===== config.mk =====
export PLATFORM = sky130hd
export DESIGN_NAME = seeded_byte_stream_hash_core
export DESIGN_NICKNAME = d
export VERILOG_FILES = /design/src/sbsh_pkg.sv /design/src/seeded_byte_stream_hash_core.sv /design/src/sbsh_mul64.sv
export SDC_FILE = /design/constraint.sdc
export NUM_CORES = 2
export LEC_CHECK = 0
export BUFFER_PORTS_ARGS = -buffer_cell sky130_fd_sc_hd__buf_4
export CAP_MARGIN = 20
export CORE_MARGIN = 8
export CORE_UTILIZATION = 40
export DETAILED_ROUTE_END_ITERATION = 7
export SYNTH_ARGS = -nofsm -noshare
export SYNTH_HDL_FRONTEND = slang
export SYNTH_HIERARCHICAL = 1
export SYNTH_SLANG_ARGS = --single-unit

===== constraint.sdc =====
create_clock -name clk -period 9.6 [get_ports clk]
set_input_delay 0.48 -clock clk [delete_from_list [all_inputs] [get_ports clk]]
set_output_delay 0.48 -clock clk [all_outputs]
set_load 0.02 [all_outputs]

===== src/sbsh_pkg.sv =====
// shared constants and types for the seeded byte stream hash core
package sbsh_pkg;

    localparam logic [63:0] GOLDEN_GAMMA = 64'h9E37_79B9_7F4A_7C15;
    localparam logic [63:0] MIX_MUL_A    = 64'hBF58_476D_1CE4_E5B9;
    localparam logic [63:0] MIX_MUL_B    = 64'h94D0_49BB_1331_11EB;
    localparam int          MIX_SHIFT_A  = 30;
    localparam int          MIX_SHIFT_B  = 27;
    localparam int          MIX_SHIFT_C  = 31;

    typedef enum logic [2:0] {
        ST_IDLE,
        ST_MIX_A,
        ST_WAIT_A,
        ST_MIX_B,
        ST_WAIT_B,
        ST_FINAL,
        ST_EMIT
    } hash_state_t;

    typedef enum logic [1:0] {
        MS_IDLE,
        MS_LO_LO,
        MS_LO_HI,
        MS_HI_LO
    } mul_step_t;

    typedef struct packed {
        logic        start;
        logic [63:0] op_a;
        logic [63:0] op_b;
    } mul_req_t;

    typedef struct packed {
        logic        busy;
        logic        done;
        logic [63:0] product;
    } mul_rsp_t;

endpackage


===== src/seeded_byte_stream_hash_core.sv =====
// top level: seeded splitmix64 finalizer hash over a byte stream
// a byte request occupies the block for two 64-bit multiplies, each on one shared 32x32
// multiplier, plus three xor-shift steps; no new request is taken until the byte is mixed
// a byteless request needs no mixing; a last request passes an emit state before the hash shows
// hash_value is held in an output register until taken; in_ready is low outside the idle state
// reset (rst_n, async, active low) clears the seed, the open-message flag and all handshakes
module seeded_byte_stream_hash_core
    import sbsh_pkg::*;
(
    input  logic        clk,
    input  logic        rst_n,
    input  logic        cfg_wr_en,
    input  logic [63:0] cfg_wr_data,
    input  logic        in_valid,
    output logic        in_ready,
    input  logic [7:0]  data_byte,
    input  logic        no_byte,
    input  logic        last_item,
    output logic        out_valid,
    input  logic        out_ready,
    output logic [63:0] hash_value
);

    hash_state_t state_reg, state_next;
    logic [63:0] seed_reg, seed_next;
    logic        in_msg_reg, in_msg_next;
    logic        last_reg, last_next;
    logic        out_valid_reg, out_valid_next;
    logic [63:0] hash_reg, hash_next;
    logic [63:0] out_hash_reg, out_hash_next;
    logic [63:0] base_hash;
    logic [63:0] gamma_sum;
    logic        accept;
    mul_req_t    mul_req;
    mul_rsp_t    mul_rsp;

    sbsh_mul64 u_mul (
        .clk   (clk),
        .rst_n (rst_n),
        .req   (mul_req),
        .rsp   (mul_rsp)
    );

    always_ff @(posedge clk or negedge rst_n)
    begin
        if (!rst_n)
        begin
            state_reg     <= ST_IDLE;
            seed_reg      <= 64'd0;
            in_msg_reg    <= 1'b0;
            out_valid_reg <= 1'b0;
        end
        else
        begin
            state_reg     <= state_next;
            seed_reg      <= seed_next;
            in_msg_reg    <= in_msg_next;
            out_valid_reg <= out_valid_next;
        end
    end

    always_ff @(posedge clk)
    begin
        last_reg     <= last_next;
        hash_reg     <= hash_next;
        out_hash_reg <= out_hash_next;
    end

    assign in_ready   = (state_reg == ST_IDLE);
    assign accept     = in_valid && in_ready;
    assign out_valid  = out_valid_reg;
    assign hash_value = out_hash_reg;
    assign base_hash  = in_msg_reg ? hash_reg : (seed_reg + GOLDEN_GAMMA);
    assign gamma_sum  = hash_reg + GOLDEN_GAMMA;

    always_comb
    begin
        state_next     = state_reg;
        seed_next      = cfg_wr_en ? cfg_wr_data : seed_reg;
        in_msg_next    = in_msg_reg;
        last_next      = last_reg;
        hash_next      = hash_reg;
        out_hash_next  = out_hash_reg;
        out_valid_next = out_valid_reg && !out_ready;
        mul_req.start  = 1'b0;
        mul_req.op_a   = hash_reg;
        mul_req.op_b   = MIX_MUL_A;
        case (state_reg)
            ST_IDLE:
            begin
                if (accept)
                begin
                    in_msg_next = 1'b1;
                    last_next   = last_item;
                    if (no_byte)
                    begin
                        hash_next = base_hash;
                        if (last_item)
                            state_next = ST_EMIT;
                    end
                    else
                    begin
                        hash_next  = base_hash ^ {56'd0, data_byte};
                        state_next = ST_MIX_A;
                    end
                end
            end
            ST_MIX_A:
            begin
                mul_req.start = 1'b1;
                mul_req.op_a  = gamma_sum ^ (gamma_sum >> MIX_SHIFT_A);
                mul_req.op_b  = MIX_MUL_A;
                state_next    = ST_WAIT_A;
            end
            ST_WAIT_A:
            begin
                if (mul_rsp.done)
                begin
                    hash_next  = mul_rsp.product;
                    state_next = ST_MIX_B;
                end
            end
            ST_MIX_B:
            begin
                mul_req.start = 1'b1;
                mul_req.op_a  = hash_reg ^ (hash_reg >> MIX_SHIFT_B);
                mul_req.op_b  = MIX_MUL_B;
                state_next    = ST_WAIT_B;
            end
            ST_WAIT_B:
            begin
                if (mul_rsp.done)
                begin
                    hash_next  = mul_rsp.product;
                    state_next = ST_FINAL;
                end
            end
            ST_FINAL:
            begin
                hash_next  = hash_reg ^ (hash_reg >> MIX_SHIFT_C);
                state_next = last_reg ? ST_EMIT : ST_IDLE;
            end
            ST_EMIT:
            begin
                if (!out_valid_reg || out_ready)
                begin
                    out_hash_next  = hash_reg;
                    out_valid_next = 1'b1;
                    in_msg_next    = 1'b0;
                    state_next     = ST_IDLE;
                end
            end
            default: state_next = ST_IDLE;
        endcase
    end

    // multiplier only runs while a byte is being mixed
    a_mul_idle_when_ready: assert property (@(posedge clk) disable iff (!rst_n)
        in_ready |-> !mul_rsp.busy)
        else $error("multiplier busy while accepting requests");

    a_done_in_wait: assert property (@(posedge clk) disable iff (!rst_n)
        mul_rsp.done |-> (state_reg == ST_WAIT_A || state_reg == ST_WAIT_B))
        else $error("multiplier result outside a wait state");

    a_emit_only_last: assert property (@(posedge clk) disable iff (!rst_n)
        (state_reg == ST_EMIT) |-> last_reg)
        else $error("emit without a last request");

    a_result_closes_msg: assert property (@(posedge clk) disable iff (!rst_n)
        (state_reg == ST_EMIT && (!out_valid_reg || out_ready)) |=> (out_valid && !in_msg_reg))
        else $error("emitted hash did not close the message");

endmodule


===== src/sbsh_mul64.sv =====
// iterative 64x64 multiplier, low 64 bits of the product, one shared 32x32 multiplier
module sbsh_mul64
    import sbsh_pkg::*;
(
    input  logic     clk,
    input  logic     rst_n,
    input  mul_req_t req,
    output mul_rsp_t rsp
);

    mul_step_t   step_reg, step_next;
    logic        done_reg, done_next;
    logic [63:0] a_reg, a_next;
    logic [63:0] b_reg, b_next;
    logic [63:0] acc_reg, acc_next;
    logic [31:0] mul_x;
    logic [31:0] mul_y;
    logic [63:0] mul_p;

    always_ff @(posedge clk or negedge rst_n)
    begin
        if (!rst_n)
        begin
            step_reg <= MS_IDLE;
            done_reg <= 1'b0;
        end
        else
        begin
            step_reg <= step_next;
            done_reg <= done_next;
        end
    end

    always_ff @(posedge clk)
    begin
        a_reg   <= a_next;
        b_reg   <= b_next;
        acc_reg <= acc_next;
    end

    // operand selection for the shared multiplier
    always_comb
    begin
        mul_x = a_reg[31:0];
        mul_y = b_reg[31:0];
        case (step_reg)
            MS_LO_HI: mul_y = b_reg[63:32];
            MS_HI_LO: mul_x = a_reg[63:32];
            default:  ;
        endcase
    end

    assign mul_p = {32'd0, mul_x} * {32'd0, mul_y};

    always_comb
    begin
        step_next = step_reg;
        done_next = 1'b0;
        a_next    = a_reg;
        b_next    = b_reg;
        acc_next  = acc_reg;
        case (step_reg)
            MS_IDLE:
            begin
                if (req.start)
                begin
                    a_next    = req.op_a;
                    b_next    = req.op_b;
                    step_next = MS_LO_LO;
                end
            end
            MS_LO_LO:
            begin
                acc_next  = mul_p;
                step_next = MS_LO_HI;
            end
            MS_LO_HI:
            begin
                acc_next  = acc_reg + {mul_p[31:0], 32'd0};
                step_next = MS_HI_LO;
            end
            MS_HI_LO:
            begin
                acc_next  = acc_reg + {mul_p[31:0], 32'd0};
                done_next = 1'b1;
                step_next = MS_IDLE;
            end
            default: step_next = MS_IDLE;
        endcase
    end

    assign rsp.busy    = (step_reg != MS_IDLE);
    assign rsp.done    = done_reg;
    assign rsp.product = acc_reg;

endmodule


# After elaboration in Yosys (flattened, before gate mapping)
# Cells that the tools add are included.
# W data, S select, Z words.
[totals]
regBits = 393
in_bits = 79
elab_cells = 79
[op_classes]
add_sub_neg = 3
multipliers = 1
n_eq_ne = 16
mux = 25
n_bitwise = 4
reduce_logical = 18
[ops]
columns = ["cell", "count"]
rows = [
  ["$pmux W129 S2", 1],
  ["$mux W64", 4],
  ["$pmux W64 S3", 1],
  ["$add A64 B64 Y64 const B", 2],
  ["$pmux W64 S2", 1],
  ["$add A64 B64 Y64", 1],
  ["$mul A32 B32 Y64", 1],
  ["$mux W32", 2],
  ["$xor A64 B33 Y64", 1],
  ["$xor A64 B34 Y64", 1],
  ["$xor A64 B37 Y64", 1],
  ["$xor A64 B8 Y64", 1],
  ["$mux W3", 7],
  ["$pmux W3 S7", 1],
  ["$eq A3 B3 Y1 const B", 3],
  ["$ne A2 B1 Y1 const B", 4],
  ["$pmux W2 S4", 1],
  ["$eq A3 B2 Y1 const B", 2],
  ["$reduce_and A2 Y1", 3],
  ["$reduce_and A3 Y1", 2],
  ["$mux W1", 5],
  ["$reduce_and A5 Y1", 1],
  ["$eq A2 B2 Y1 const B", 2],
  ["$ne A2 B2 Y1 const B", 2],
  ["other kinds (13)", 17],
]

# Longest topological paths before layout
[depth]
depth_word = 6
mapped_depth = 41
depth_no_buf = 36

# By module
# The synthesis kept the hierarchy.
[modules_own_cells]
columns = ["mod", "n_inst", "cells_per_inst", "area_each_um2"]
rows = [
  ["sbsh_mul64", 1, 4300, 41045.6],
  ["seeded_byte_stream_hash_core", 1, 1306, 12652.1],
]

# Worst setup path after synthesis
# No wires, ideal clock.
[synth_timing]
kind = "register -> register"
startpoint = "reg u_mul.step_reg[0]"
endpoint = "reg u_mul.acc_reg[62], data pin"
setup_ns = 0.159
arrival_ns = 9.378
path_slack_ns = 0.064
path_stages_with_launch = 35
path_buffers = 4
cell_sequence = "dfrtp_1 -> inv_1 -> ha_1 -> clkbuf_1 -> clkbuf_1 -> mux2i_1 -> clkbuf_1 -> nor2_1 -> fa_1 -> fa_1 -> fa_1 -> inv_1 -> fa_1 -> inv_1 -> fa_1 -> inv_1 -> fa_1 -> inv_1 -> fa_1 -> fa_1 -> ha_1 -> clkbuf_1 -> nand2_1 -> a311oi_2 -> nor2_1 -> o21ai_0 -> xor2_1 -> ha_1 -> a21o_1 -> a211oi_1 -> o22ai_1 -> a21oi_1 -> o22ai_1 -> or3_1 -> a22oi_1"
[synth_between]
elab_chain_cells = 5
word_cells_on_any_way = 9
classes_between = "add/sub (1); mul (1); eq/ne (3); mux (3); reduce/logical (1)"
[synth_rtl]
columns = ["element", "line", "text"]
rows = [
  ["start, declared", "sbsh_mul64.sv:11", "mul_step_t step_reg, step_next;"],
  ["start signal, assigned", "sbsh_mul64.sv:29", "step_reg <= step_next;"],
  ["$eq A2 B2 Y1", "sbsh_mul64.sv:46, sbsh_mul64.sv:62", ""],
  ["$mux W32", "sbsh_mul64.sv:46", "case (step_reg)"],
  ["$mul A32 B32 Y64", "sbsh_mul64.sv:53", "assign mul_p = {32'd0, mul_x} * {32'd0, mul_y};"],
  ["$add A64 B64 Y64", "sbsh_mul64.sv:79, sbsh_mul64.sv:84", ""],
  ["$pmux W64 S2 (*)", "sbsh_mul64.sv:62", "case (step_reg)"],
  ["net u_mul.acc_next[62]", "sbsh_mul64.sv:15", "logic [63:0] acc_reg, acc_next;"],
  ["end signal, assigned", "sbsh_mul64.sv:38", "acc_reg <= acc_next;"],
  ["end, declared", "sbsh_mul64.sv:15", ""],
]
# The timed path passes the listed nets; every way through them passes the cells marked *.
# A chain may end at the register's enable or synchronous reset.

# Final worst setup path
[layout_timing]
startpoint = "reg u_mul.step_reg[1]"
endpoint = "reg u_mul.acc_reg[62], data pin"
# Same word-level chain as after synthesis.

==> results.py <==
metrics = {
    "yosys": {
        "synthTopCellsByCount": "902 x inv_1, 900 x nand2_1, 897 x fa_1",
        "ys_types": 93,
        "synth_seq_area_share_pct": 21.3,
        "ys_seq_elements": 393,
        "yosysMostFrequentCell": "inv_1",
        "synth_area_leaders": "fa_1 33%, edfxtp_1 18%, ha_1 7.1%",
        "synth_top_area_share_pct": 33.4,
        "synth_edf_count": 321,
        "yosys_warnings": 6,
        "synth.avg_cell_area_um2": 9.58,
        "ys.flop_type": "edfxtp_1",
        "synth_area_um2": 53700,
        "yosysTopAreaCell": "fa_1",
        "syn_inst": 5606,
        "synthArstFlopShare_pct": 18.3,
    },
    "setup_path": {
        "required_ps": 10110,
        "cp-start-kind": "flop",
        "cp_max_fo": 11,
        "crit_slowest_cell": "mux2i_2",
        "crit_type": "flop to flop",
        "cp_common_cell": "fa_1",
        "endpoint_kind": "flop",
        "slowest_delay_ps": 550,
        "r2r_slack_ps": 320,
        "arrival_ps": 9780,
    },
    "cts": {
        "cts.sinks": 393,
        "clockBufferDepth": 3,
        "clk_pin_slew_ps": 60,
        "cts_root_buf": "clkbuf_16",
        "tritoncts": "built",
        "clk_latency_ps": 660,
        "h-tree-depth": 2,
        "numCtsBuffers": 48,
    },
    "route": {
        "wire_per_inst_um": 23.1,
        "drt_iter0_markers": 3859,
        "drt_pass1_iterations": 5,
        "vias_per_cell": 5.40,
        "via_count": 41100,
        "drt_wl_total_um": 176000,
        "drc": 0,
        "postRouteAntennaNets": 0,
    },
    "global_routing": {
        "grt_pass1_wl_um": 269000,
        "top_usage_layer": "met2",
        "grt_max_degree": 76,
        "gr-usage-met3_pct": 3.91,
        "grt_pass1_vias": 42200,
        "antenna_found_initial": 3,
        "use_met2_pct": 37.9,
        "grt.total_usage_pct": 24.0,
        "grt.overflow.total": 0,
        "gr-usage-met1_pct": 34.4,
    },
    "sta": {
        "setup_viol": 0,
        "tightest_slew_ps": 1080,
        "fin_worst_skew_ps": 82.5,
        "worst_slack_ps": 324,
        "fmax_mhz": 108,
        "drv_slew": 0,
        "finalSetupTns_ps": 0,
        "relSlewSlack_pct": 26.2,
        "period_needed_ps": 9280,
        "period_share_pct": 96.6,
        "finalHoldViolCount": 0,
    },
    "finish": {
        "area_delta_synth_final_pct": 11.7,
        "num-nets-final": 7079,
        "layout-drive-gt1-share_pct": 11.7,
    },
    "floorplanning": {
        "core_um2": 133000,
        "dieArea_um2": 146000,
        "fp.dieW_um": 382,
        "num_rows": 134,
        "initial_utilization_pct": 40.3,
        "die-height_um": 382,
        "pin_count": 145,
    },
    "run_status": {
        "status": "finished clean",
    },
    "place": {
        "gp_congestion": 0.941,
        "dpl.hpwl_um": 146000,
        "dp_worst_setup_slack_ps": -142,
        "portBuffers": 144,
    },
    "run": {
        "maxCapViolCount": 0,
    },
    "min_path": {
        "hp-class": "input pin to flop",
    },
}
## placed cells by master, fill, tap and decap left out, types with 71 or more instances in the layout
master	instances
buf_4	390
o21ai_0	132
ha_1	296
a21oi_1	150
inv_1	901
mux2_2	122
xor2_1	94
fa_1	897
xnor2_1	195
dfrtp_1	71
edfxtp_1	321
nand2_1	900
nor2_1	485
## through the flow
step / hold WS (ps) / instances / area, µm² / util (%)
3_5_place_dp: 519 / 7504 / 58100 / 43.6
6_report: 45.2 / 7609 / 60000 / 45.0
5_1_grt: 16.9 / 7608 / 60000 / 45.0
3_3_place_gp: 516 / 7504 / 58100 / 43.6
2_1_floorplan: 184 / 5637 / 53800 / -
4_1_cts: 0.860 / 7599 / 59700 / 44.8
## layer usage
metal	wire length, µm	part of all wire [%]
met4	5100	2.9
met1	76000	43
met5	13	0.0074
met3	14500	8.2
met2	80500	46
## worst max-delay path: cells and delay by family, from the launching register on
family,cells,cell delay [ps]
AND/OR/NAND/NOR,3,580
AO/OA/AOI/OAI,10,2030
flip-flops,1,460
XOR/XNOR,1,210
multiplexers,1,550
adder cells (fa/ha/maj),11,4420
buffers and inverters,6,850
## final cells by class
| class | count | area (µm²) |
|---|---|---|
| inverter | 904 | 3390 |
| fill | 12700 | 73300 |
| clock buffer | 58 | 1270 |
| sequential | 393 | 11400 |
| tap | 1768 | 2210 |
| timing repair buffer | 412 | 3270 |
| antenna | 1 | 2.50 |
| multi-input combinational | 4041 | 38000 |
| clock inverter | 32 | 327 |
## path summary, 6_finish.rpt
kind / start / to / cells after the start
setup / recovery: u_mul/step_reg[1]$_DFFE_PN0P_ / u_mul/acc_reg[62]$_DFFE_PN_ / 32
hold / removal: cfg_wr_data[58] / seed_reg[58]$_DFFE_PN0P_ / 2
setup reg to reg: u_mul/step_reg[1]$_DFFE_PN0P_ / u_mul/acc_reg[62]$_DFFE_PN_ / 32
hold reg to reg: u_mul/acc_reg[30]$_DFFE_PP_ / hash_reg[30]$_DFFE_PP_ / 2
max in group asynchronous: rst_n / state_reg[1]$_DFFE_PN0P_ / 2
min in group asynchronous: rst_n / seed_reg[20]$_DFFE_PN0P_ / 2
## what timing repair did
item / CTS / global route
resized for setup: 2 / 25
endpoints found under the setup margin: 3 / 17
buffers inserted: 0 / 9
hold endpoints to repair: 40 / 0
cloned: 0 / 0
pin swaps: 0 / 3
hold buffers: 5 / 0
## cells by family after synthesis
kind of cell / share of synthesized area (%)
compound gates: 7.37
xor+xnor: 4.87
fa+ha+maj: 40.5
buf+inv: 8.47
flops: 21.3
mux: 3.74
other cells: 0.0140
simple gates: 13.7
Power is left out: the tool's default activity adds up to more than one toggle a clock period on the data nets, which glitch-free logic cannot reach.
